## src/hdl/fcpr_pkg.sv

```systemverilog
// ----------------------------------------------------------------------------
// fcpr_pkg
// Shared types and constants of the framed command packet receiver.
// ----------------------------------------------------------------------------
package fcpr_pkg;

  localparam int PAYLOAD_MAX = 4;
  localparam int ALARM_SLOTS = 2;
  localparam int CMD_COUNT   = 4;

  localparam int BYTE_W  = 8;
  localparam int CNT_W   = $clog2(PAYLOAD_MAX + 1);
  localparam int IDX_W   = $clog2(PAYLOAD_MAX);
  localparam int SLOT_W  = $clog2(ALARM_SLOTS);
  localparam int CMD_W   = 2;
  localparam int KIND_W  = 2;
  localparam int COLOR_W = 16;
  localparam int TEMPO_W = 32;
  localparam int PHASE_W = 3;

  localparam logic [PHASE_W-1:0] PH_HUNT1 = 3'd0;
  localparam logic [PHASE_W-1:0] PH_HUNT2 = 3'd1;
  localparam logic [PHASE_W-1:0] PH_CMD   = 3'd2;
  localparam logic [PHASE_W-1:0] PH_LEN   = 3'd3;
  localparam logic [PHASE_W-1:0] PH_DATA  = 3'd4;

  localparam logic [CMD_W-1:0] CMD_NONE  = 2'd0;
  localparam logic [CMD_W-1:0] CMD_COLOR = 2'd1;
  localparam logic [CMD_W-1:0] CMD_TEMPO = 2'd2;
  localparam logic [CMD_W-1:0] CMD_ALARM = 2'd3;

  localparam logic [KIND_W-1:0] KIND_NONE  = 2'd0;
  localparam logic [KIND_W-1:0] KIND_COLOR = 2'd1;
  localparam logic [KIND_W-1:0] KIND_TEMPO = 2'd2;
  localparam logic [KIND_W-1:0] KIND_ALARM = 2'd3;

  localparam logic [CNT_W-1:0] COLOR_LEN = CNT_W'(2);
  localparam logic [CNT_W-1:0] TEMPO_LEN = CNT_W'(4);
  localparam logic [CNT_W-1:0] ALARM_LEN = CNT_W'(2);

  localparam int CFG_IDX_W = 1;
  localparam logic [CFG_IDX_W-1:0] CFG_FIRST_START  = 1'd0;
  localparam logic [CFG_IDX_W-1:0] CFG_SECOND_START = 1'd1;

  localparam logic [BYTE_W-1:0] FIRST_START_RESET  = 8'd42;
  localparam logic [BYTE_W-1:0] SECOND_START_RESET = 8'd126;

  typedef logic [PAYLOAD_MAX-1:0][BYTE_W-1:0] payload_t;

  typedef struct packed {
    logic             done;
    logic [CMD_W-1:0] command;
    logic [CNT_W-1:0] length;
    payload_t         payload;
  } packet_t;

  typedef struct packed {
    logic [KIND_W-1:0]  update_kind;
    logic [COLOR_W-1:0] light_color;
    logic [TEMPO_W-1:0] tempo_scaled;
    logic [BYTE_W-1:0]  alarm_level_zero;
    logic [BYTE_W-1:0]  alarm_level_one;
  } result_t;

endpackage

```

## src/hdl/fcpr_if.sv

```systemverilog
// ----------------------------------------------------------------------------
// fcpr_if
// Valid/ready channels of the receiver: received bytes in, results out.
// ----------------------------------------------------------------------------
interface fcpr_in_if;
  logic                        valid;
  logic                        ready;
  logic [fcpr_pkg::BYTE_W-1:0] rx_byte;

  modport source (output valid, output rx_byte, input ready);
  modport sink   (input valid, input rx_byte, output ready);
endinterface

interface fcpr_out_if;
  logic                         valid;
  logic                         ready;
  logic [fcpr_pkg::KIND_W-1:0]  update_kind;
  logic                         frame_reject;
  logic [fcpr_pkg::COLOR_W-1:0] light_color;
  logic [fcpr_pkg::TEMPO_W-1:0] tempo_scaled;
  logic [fcpr_pkg::BYTE_W-1:0]  alarm_level_zero;
  logic [fcpr_pkg::BYTE_W-1:0]  alarm_level_one;

  modport source (output valid, output update_kind, output frame_reject,
                  output light_color, output tempo_scaled,
                  output alarm_level_zero, output alarm_level_one, input ready);
  modport sink   (input valid, input update_kind, input frame_reject,
                  input light_color, input tempo_scaled,
                  input alarm_level_zero, input alarm_level_one, output ready);
endinterface

```

## src/hdl/fcpr_parser.sv

```systemverilog
// ----------------------------------------------------------------------------
// fcpr_parser
// Packet framing state machine and payload capture.
// ----------------------------------------------------------------------------
module fcpr_parser (
  input  logic                        clk,
  input  logic                        rst_n,
  input  logic                        fire,
  input  logic [fcpr_pkg::BYTE_W-1:0] rx_byte,
  input  logic [fcpr_pkg::BYTE_W-1:0] first_start,
  input  logic [fcpr_pkg::BYTE_W-1:0] second_start,
  output fcpr_pkg::packet_t           pkt,
  output logic                        reject
);

  logic [fcpr_pkg::PHASE_W-1:0] phase_r, phase_nxt;
  logic [fcpr_pkg::CMD_W-1:0]   cmd_r, cmd_nxt;
  logic [fcpr_pkg::CNT_W-1:0]   len_r, len_nxt;
  logic [fcpr_pkg::CNT_W-1:0]   cnt_r, cnt_nxt;
  fcpr_pkg::payload_t           payload_r, payload_nxt;

  always_comb begin
    phase_nxt   = phase_r;
    cmd_nxt     = cmd_r;
    len_nxt     = len_r;
    cnt_nxt     = cnt_r;
    payload_nxt = payload_r;
    reject      = 1'b0;
    unique case (phase_r)
      fcpr_pkg::PH_HUNT2: begin
        if (rx_byte == second_start) begin
          phase_nxt = fcpr_pkg::PH_CMD;
        end else begin
          phase_nxt = fcpr_pkg::PH_HUNT1;
          cmd_nxt   = '0;
          len_nxt   = '0;
          cnt_nxt   = '0;
          reject    = 1'b1;
        end
      end
      fcpr_pkg::PH_CMD: begin
        if (rx_byte < fcpr_pkg::BYTE_W'(fcpr_pkg::CMD_COUNT)) begin
          cmd_nxt   = rx_byte[fcpr_pkg::CMD_W-1:0];
          phase_nxt = fcpr_pkg::PH_LEN;
        end else begin
          phase_nxt = fcpr_pkg::PH_HUNT1;
          cmd_nxt   = '0;
          len_nxt   = '0;
          cnt_nxt   = '0;
          reject    = 1'b1;
        end
      end
      fcpr_pkg::PH_LEN: begin
        if (rx_byte <= fcpr_pkg::BYTE_W'(fcpr_pkg::PAYLOAD_MAX)) begin
          len_nxt   = rx_byte[fcpr_pkg::CNT_W-1:0];
          cnt_nxt   = '0;
          phase_nxt = fcpr_pkg::PH_DATA;
        end else begin
          phase_nxt = fcpr_pkg::PH_HUNT1;
          cmd_nxt   = '0;
          len_nxt   = '0;
          cnt_nxt   = '0;
          reject    = 1'b1;
        end
      end
      fcpr_pkg::PH_DATA: begin
        if (len_r != '0 && cnt_r < fcpr_pkg::CNT_W'(fcpr_pkg::PAYLOAD_MAX)) begin
          payload_nxt[cnt_r[fcpr_pkg::IDX_W-1:0]] = rx_byte;
          cnt_nxt = cnt_r + 1'b1;
        end
        if (cnt_nxt >= len_r) begin
          phase_nxt = fcpr_pkg::PH_HUNT1;
          cmd_nxt   = '0;
          len_nxt   = '0;
          cnt_nxt   = '0;
        end
      end
      default: begin
        phase_nxt = (rx_byte == first_start) ? fcpr_pkg::PH_HUNT2 : fcpr_pkg::PH_HUNT1;
      end
    endcase
  end

  // The packet is complete when the data phase hands control back to hunting.
  always_comb begin
    pkt.done    = (phase_r == fcpr_pkg::PH_DATA) && (phase_nxt == fcpr_pkg::PH_HUNT1);
    pkt.command = cmd_r;
    pkt.length  = len_r;
    pkt.payload = payload_nxt;
  end

  always_ff @(posedge clk) begin
    if (!rst_n) begin
      phase_r <= fcpr_pkg::PH_HUNT1;
      cmd_r   <= '0;
      len_r   <= '0;
      cnt_r   <= '0;
    end else if (fire) begin
      phase_r <= phase_nxt;
      cmd_r   <= cmd_nxt;
      len_r   <= len_nxt;
      cnt_r   <= cnt_nxt;
    end
  end

  always_ff @(posedge clk) begin
    if (fire) begin
      payload_r <= payload_nxt;
    end
  end

endmodule

```

## src/hdl/fcpr_stores.sv

```systemverilog
// ----------------------------------------------------------------------------
// fcpr_stores
// Applies completed packets to the light colour, tempo and alarm stores.
// ----------------------------------------------------------------------------
module fcpr_stores (
  input  logic              clk,
  input  logic              rst_n,
  input  logic              fire,
  input  fcpr_pkg::packet_t pkt,
  output fcpr_pkg::result_t result
);

  logic [fcpr_pkg::COLOR_W-1:0] color_r, color_nxt;
  logic [fcpr_pkg::TEMPO_W-1:0] tempo_r, tempo_nxt;
  logic [fcpr_pkg::ALARM_SLOTS-1:0][fcpr_pkg::BYTE_W-1:0] alarm_r, alarm_nxt;
  logic [fcpr_pkg::KIND_W-1:0]  kind;

  always_comb begin
    color_nxt = color_r;
    tempo_nxt = tempo_r;
    alarm_nxt = alarm_r;
    kind      = fcpr_pkg::KIND_NONE;
    if (pkt.done) begin
      unique case (pkt.command)
        fcpr_pkg::CMD_COLOR: begin
          if (pkt.length == fcpr_pkg::COLOR_LEN) begin
            color_nxt = {pkt.payload[1], pkt.payload[0]};
            kind      = fcpr_pkg::KIND_COLOR;
          end
        end
        fcpr_pkg::CMD_TEMPO: begin
          if (pkt.length == fcpr_pkg::TEMPO_LEN) begin
            tempo_nxt = {pkt.payload[3], pkt.payload[2], pkt.payload[1], pkt.payload[0]};
            kind      = fcpr_pkg::KIND_TEMPO;
          end
        end
        fcpr_pkg::CMD_ALARM: begin
          if (pkt.length == fcpr_pkg::ALARM_LEN &&
              pkt.payload[0] < fcpr_pkg::BYTE_W'(fcpr_pkg::ALARM_SLOTS)) begin
            alarm_nxt[pkt.payload[0][fcpr_pkg::SLOT_W-1:0]] = pkt.payload[1];
            kind = fcpr_pkg::KIND_ALARM;
          end
        end
        default: begin
          kind = fcpr_pkg::KIND_NONE;
        end
      endcase
    end
  end

  always_comb begin
    result.update_kind      = kind;
    result.light_color      = color_nxt;
    result.tempo_scaled     = tempo_nxt;
    result.alarm_level_zero = alarm_nxt[0];
    result.alarm_level_one  = alarm_nxt[1];
  end

  always_ff @(posedge clk) begin
    if (!rst_n) begin
      color_r <= '0;
      tempo_r <= '0;
      alarm_r <= '0;
    end else if (fire) begin
      color_r <= color_nxt;
      tempo_r <= tempo_nxt;
      alarm_r <= alarm_nxt;
    end
  end

endmodule

```

## src/hdl/framed_command_packet_receiver_unit.sv

```systemverilog
// ----------------------------------------------------------------------------
// framed_command_packet_receiver_unit
// Start-byte framed, length-prefixed command packet receiver.
// ----------------------------------------------------------------------------
// Each accepted word is one received byte and produces exactly one result
// word, which shows the update applied by that byte, whether it abandoned a
// partial packet, and the stores as they stand after it. The unit takes one
// byte per clock cycle while the output is not stalled; a byte passes through
// an input register and then a result register before its result is offered,
// and while a result waits the input accepts a byte only into an empty input
// register. The user must write the two start bytes on the configuration port
// only while no bytes are in flight; the unit does not enforce this.
module framed_command_packet_receiver_unit (
  input  logic                           clk,
  input  logic                           rst_n,
  fcpr_in_if.sink                        in_chan,
  fcpr_out_if.source                     out_chan,
  input  logic                           cfg_we,
  input  logic [fcpr_pkg::CFG_IDX_W-1:0] cfg_index,
  input  logic [fcpr_pkg::BYTE_W-1:0]    cfg_data
);

  logic [fcpr_pkg::BYTE_W-1:0] first_start_r;
  logic [fcpr_pkg::BYTE_W-1:0] second_start_r;
  logic                        in_valid_r;
  logic [fcpr_pkg::BYTE_W-1:0] in_byte_r;
  logic                        out_valid_r;
  fcpr_pkg::result_t           result_r;
  logic                        reject_r;
  logic                        out_free;
  logic                        fire;
  fcpr_pkg::packet_t           pkt;
  fcpr_pkg::result_t           result;
  logic                        reject;

  assign out_free      = !out_valid_r || out_chan.ready;
  assign fire          = in_valid_r && out_free;
  assign in_chan.ready = !in_valid_r || out_free;

  always_ff @(posedge clk) begin
    if (!rst_n) begin
      first_start_r  <= fcpr_pkg::FIRST_START_RESET;
      second_start_r <= fcpr_pkg::SECOND_START_RESET;
    end else if (cfg_we) begin
      unique case (cfg_index)
        fcpr_pkg::CFG_FIRST_START:  first_start_r  <= cfg_data;
        fcpr_pkg::CFG_SECOND_START: second_start_r <= cfg_data;
        default: begin
        end
      endcase
    end
  end

  always_ff @(posedge clk) begin
    if (!rst_n) begin
      in_valid_r  <= 1'b0;
      out_valid_r <= 1'b0;
    end else begin
      if (in_chan.ready) begin
        in_valid_r <= in_chan.valid;
      end
      if (out_free) begin
        out_valid_r <= fire;
      end
    end
  end

  always_ff @(posedge clk) begin
    if (in_chan.ready && in_chan.valid) begin
      in_byte_r <= in_chan.rx_byte;
    end
    if (fire) begin
      result_r <= result;
      reject_r <= reject;
    end
  end

  fcpr_parser u_parser (
    .clk          (clk),
    .rst_n        (rst_n),
    .fire         (fire),
    .rx_byte      (in_byte_r),
    .first_start  (first_start_r),
    .second_start (second_start_r),
    .pkt          (pkt),
    .reject       (reject)
  );

  fcpr_stores u_stores (
    .clk    (clk),
    .rst_n  (rst_n),
    .fire   (fire),
    .pkt    (pkt),
    .result (result)
  );

  assign out_chan.valid            = out_valid_r;
  assign out_chan.update_kind      = result_r.update_kind;
  assign out_chan.frame_reject     = reject_r;
  assign out_chan.light_color      = result_r.light_color;
  assign out_chan.tempo_scaled     = result_r.tempo_scaled;
  assign out_chan.alarm_level_zero = result_r.alarm_level_zero;
  assign out_chan.alarm_level_one  = result_r.alarm_level_one;

endmodule
```

## src/flat_wrapper.sv

```systemverilog
// flat-port wrapper written by rule: the top's interface ports become plain ports
module framed_command_packet_receiver_unit_flat 
  (clk, rst_n, cfg_we, cfg_index, cfg_data, in_chan_valid, in_chan_rx_byte, in_chan_ready, out_chan_valid, out_chan_update_kind, out_chan_frame_reject, out_chan_light_color, out_chan_tempo_scaled, out_chan_alarm_level_zero, out_chan_alarm_level_one, out_chan_ready);
  fcpr_in_if in_chan_i ();
  fcpr_out_if out_chan_i ();
  input  logic clk;
  input  logic rst_n;
  input  logic cfg_we;
  input  logic [fcpr_pkg::CFG_IDX_W-1:0] cfg_index;
  input  logic [fcpr_pkg::BYTE_W-1:0] cfg_data;
  input wire logic [$bits(in_chan_i.valid)-1:0] in_chan_valid;
  input wire logic [$bits(in_chan_i.rx_byte)-1:0] in_chan_rx_byte;
  output wire logic [$bits(in_chan_i.ready)-1:0] in_chan_ready;
  output wire logic [$bits(out_chan_i.valid)-1:0] out_chan_valid;
  output wire logic [$bits(out_chan_i.update_kind)-1:0] out_chan_update_kind;
  output wire logic [$bits(out_chan_i.frame_reject)-1:0] out_chan_frame_reject;
  output wire logic [$bits(out_chan_i.light_color)-1:0] out_chan_light_color;
  output wire logic [$bits(out_chan_i.tempo_scaled)-1:0] out_chan_tempo_scaled;
  output wire logic [$bits(out_chan_i.alarm_level_zero)-1:0] out_chan_alarm_level_zero;
  output wire logic [$bits(out_chan_i.alarm_level_one)-1:0] out_chan_alarm_level_one;
  input wire logic [$bits(out_chan_i.ready)-1:0] out_chan_ready;
  assign in_chan_i.valid = in_chan_valid;
  assign in_chan_i.rx_byte = in_chan_rx_byte;
  assign in_chan_ready = in_chan_i.ready;
  assign out_chan_valid = out_chan_i.valid;
  assign out_chan_update_kind = out_chan_i.update_kind;
  assign out_chan_frame_reject = out_chan_i.frame_reject;
  assign out_chan_light_color = out_chan_i.light_color;
  assign out_chan_tempo_scaled = out_chan_i.tempo_scaled;
  assign out_chan_alarm_level_zero = out_chan_i.alarm_level_zero;
  assign out_chan_alarm_level_one = out_chan_i.alarm_level_one;
  assign out_chan_i.ready = out_chan_ready;
  framed_command_packet_receiver_unit u_core (.clk(clk), .rst_n(rst_n), .in_chan(in_chan_i), .out_chan(out_chan_i), .cfg_we(cfg_we), .cfg_index(cfg_index), .cfg_data(cfg_data));
endmodule
```

## config.mk

```make
export PLATFORM = sky130hd
export DESIGN_NAME = framed_command_packet_receiver_unit_flat
export DESIGN_NICKNAME = d
export VERILOG_FILES = /design/src/hdl/fcpr_pkg.sv /design/src/hdl/fcpr_if.sv /design/src/hdl/fcpr_parser.sv /design/src/hdl/fcpr_stores.sv /design/src/hdl/framed_command_packet_receiver_unit.sv /design/src/flat_wrapper.sv
export SDC_FILE = /design/constraint.sdc
export NUM_CORES = 1
export LEC_CHECK = 0
export BUFFER_PORTS_ARGS = -buffer_cell sky130_fd_sc_hd__buf_4
export CAP_MARGIN = 15
export CORE_MARGIN = 5
export CORE_UTILIZATION = 58
export DETAILED_ROUTE_END_ITERATION = 7
export PLACE_DENSITY = 0.84
export SYNTH_ARGS = -nofsm -noshare
export SYNTH_HDL_FRONTEND = slang
export SYNTH_HIERARCHICAL = 1
export SYNTH_SLANG_ARGS = --single-unit
```

## constraint.sdc

```tcl
create_clock -name clk -period 15.6 [get_ports clk]
set_input_delay 3.12 -clock clk [delete_from_list [all_inputs] [get_ports clk]]
set_output_delay 3.12 -clock clk [all_outputs]
set_load 0.01 [all_outputs]
```

==> results.md <==
* FILL cells at 1,047
* Most frequent cells in the layout: 110 x nand2_1, 107 x edfxtp_1, 96 x buf_4, 96 x mux2_2, 93 x dfxtp_1
* Die area at 0.01789 sq mm
* Number of global-route vias before repair at 5,844
* Syn_nets at 741
* WP buf/inv at 2
* Mapped cell area at 0.008885 sq mm
* Reg2reg start: u_core/u_parser/len_r[1]
* CTS Hold Bufs at 0
* Final worst path period share at 42.73%
* #FFs+latches synth at 200
* # clock sinks at 200
* Worst-skew pair later-pin latency at 440 ps
* Fin area at 0.01015 sq mm
* Yosys warns at 6
* Boundary Pins at 91
* Setup crit start kind: primary input
* Internal at 0.8303 mW
* Share of cells above drive strength 1 at 30.89%
* CP Cell Sequence: buf_4 > nand3b_1 > buf_4
* Worst reg2reg setup slack at 11,000 ps
* Register area share after synthesis at 57.12%
* Syn-to-layout area delta at 14.20%
* H-tree levels at 4
* Setup bufs post-CTS at 0
* Area of the multi-input gates at 0.003450 sq mm
* Hold WC Path Type: reg2reg
* Hold EP: u_core/u_stores/tempo_r[7]
* CP required at 12,480 ps
* CP max-delay cell: nand3b_1
* Commonest non-fill, non-tap cell in the layout: nand2_1
* Placement Cell Area at 0.009544 sq mm
* Die width at 133.8 microns
* Routed vias/inst at 5.832
* Net Sw Frac at 21.73%
* Total grt overflow at 0
* Vias at 5,704
* Critical path data arrival time at 3550 ps
* Switching Power at 0.2305 mW
* Slew Limit Fails at 0
* Post-DP HPWL at 11.69 mm
* CTS tree: yes
* Post-detailed-route count of antenna-violating nets at 0
* Final RePlAce weighted congestion at 0.8545
* Period minus WS final at 6665 ps
* Die Y at 133.8 microns
* Initial antenna violation count at 0
* Fmax at 150.0 MHz
* N_diodes at 0
* 1st-pass router iterations at 5
* Worst hold start: u_core/u_stores/tempo_r[7]
* Final core utilization at 67.24%
* Clock root buffer: clkbuf_16
* Static Leak at 3.689 nW
* Final nets at 806
* Cell row count at 45
* RSZ-0062 raised after global routing: no
* Clock power share at 40.7%
* Synth async-reset ratio at 0%
* Total of max-cap violations at 0
* WL/cell at 18.87 microns
* Power Dens Cells at 104.5 mW/mm^2
* WL final at 18.45 mm
* Most used cell, CP: buf_4
* Status: complete, no violations
* Largest net degree at the start of global routing at 111
* # resized after CTS at 0
* CORE AREA at 0.01509 sq mm
* Pre-CTS setup slack at 8934 ps
* Setup CP Type: in2out
* Synth Instances at 712
* Finished Layout Cells at 978
* First-pass GRT wire length at 29.73 mm
* Total global-route track usage at 20.96%
* Netlist cell types at 54
* Flip-flop and latch area at 0.005075 sq mm
* Worst-path clk slew at 60 ps
* Final worst slack at 8935 ps
* Worst R2R Path Depth at 10
* Dpl cells at 945
* Hold path depth at 2
* CP max FO at 2
* Drt initial violations at 505
* Starting density of the core at 58.88%
* Reg2reg end: u_core/out_chan.alarm_level_zero[6]
* Cell family with most CP delay: buffers and inverters
* CP peak stage delay at 160 ps
* CTS max path bufs at 2
* Combinational power share at 5.0%
* Clock Skews at 9.687 ps
* Drc violations at 0
* Top FF cell, synth: edfxtp_1
* Setup-failing EPs final at 0
* Reg power frac at 54.3%
* Smallest hold slack at 457.9 ps
* Worst IR drop on VDD at 71.74 uV
* Rel. slew slack at 30.38%
* Worst slew pin tran at 1044 ps
* PortBufs at 90
* Total power at 1.061 mW
* EDFF count, synth at 107
* Synth Area per Inst at 12.48 sq um
* Setup TNS at 0 ps
* CTS Buf Count at 17
* Capturing element type of the critical path: primary output
* Final Hold Fails at 0
==> routing by layer <==
layer | track usage (%) | routed length [microns]
met5 | 0 | 0
met2 | 37.20 | 9738
met3 | 5.139 | 1044
met1 | 25.00 | 7368
met4 | 7.029 | 299
==> registers in the layout, summed over array words and instances (netlist names) <==
signal,flops
u_core/u_parser/cnt_r,3
u_core/first_start_r,8
u_core/out_chan.alarm_level_one,8
u_core/u_parser/payload_r,32
u_core/second_start_r,8
u_core/in_byte_r,8
u_core/out_chan.light_color,16
u_core/out_chan.frame_reject,1
u_core/u_parser/cmd_r,2
u_core/u_stores/alarm_r,16
u_core/u_stores/tempo_r,32
u_core/out_chan.alarm_level_zero,8
u_core/u_parser/len_r,3
u_core/out_chan.update_kind,2
u_core/u_stores/color_r,16
u_core/in_valid_r,1
u_core/out_chan.tempo_scaled,32
u_core/u_parser/phase_r,3
u_core/out_chan.valid,1
==> power groups by stage <==
stage          sequential (mW)  combinational (mW)  clock, mW
2_1_floorplan            0.588              0.0311          0
3_3_place_gp             0.587              0.0517          0
3_5_place_dp             0.588              0.0534          0
4_1_cts                  0.576              0.0537      0.438
5_1_grt                  0.577              0.0579      0.460
6_report                 0.576              0.0532      0.431
==> cell type report <==
| class | instances | area share, % |
|---|---|---|
| Tap cell | 188 | 2.318 |
| Sequential cell | 200 | 50.02 |
| Timing Repair Buffer | 97 | 7.214 |
| Clock inverter | 14 | 1.492 |
| Inverter | 17 | 0.6289 |
| Clock buffer | 18 | 4.329 |
| Multi-Input combinational cell | 444 | 34.00 |
==> worst min-delay path, cell delays in order, from the launching register on <==
cell and delay (ps):
dfxtp_1 310, nand2_1 50, mux2i_1 50
==> logic make-up (layout without fill, tap and decap cells) <==
logic type	count (synthesis)	after routing	share of synthesized area, %
adder cells (fa/ha/maj)	7	7	0.9857
multiplexers	160	160	19.45
flip-flops	200	200	57.12
XOR/XNOR	18	18	1.986
AND/OR/NAND/NOR	200	200	11.97
AO/OA/AOI/OAI	59	59	4.183
buffers and inverters	68	146	4.309
==> synth_stat cells, types with 2 or more instances <==
cell / instances / share of area (%)
nand2_1: 110 / 4.6
edfxtp_1: 107 / 36
mux2_2: 96 / 12
dfxtp_1: 93 / 21
mux2i_1: 62 / 7.0
nand3_1: 23 / 1.3
clkbuf_1: 22 / 0.93
o21ai_0: 22 / 1.2
a21boi_0: 17 / 1.4
inv_1: 17 / 0.72
xnor2_1: 17 / 1.7
buf_6: 12 / 1.5
nor2_1: 12 / 0.51
buf_2: 10 / 0.56
ha_1: 7 / 0.99
o211ai_1: 7 / 0.59
a21oi_1: 5 / 0.28
nand3b_1: 5 / 0.42
nand4_1: 5 / 0.35
and2_1: 4 / 0.28
buf_4: 4 / 0.34
nand2b_1: 4 / 0.28
nor2b_1: 4 / 0.28
nor3_1: 4 / 0.23
nor4_4: 4 / 0.96
a31oi_1: 3 / 0.21
nor3_2: 3 / 0.34
nor4bb_1: 3 / 0.34
and3_1: 2 / 0.14
buf_1: 2 / 0.085
nand4b_1: 2 / 0.20
nor3_4: 2 / 0.37
==> how the worst max path moves through the flow <==
stage,startpoint,end,depth (start not counted)
6_report,out_chan_ready,in_chan_ready,3
5_1_grt,out_chan_ready,in_chan_ready,3
4_1_cts,out_chan_ready,in_chan_ready,3
3_5_place_dp,out_chan_ready,in_chan_ready,3
3_3_place_gp,out_chan_ready,in_chan_ready,3
2_1_floorplan,out_chan_ready,u_core/u_parser/cnt_r[0],5
No activity file was read; power rests on OpenSTA's default activity.
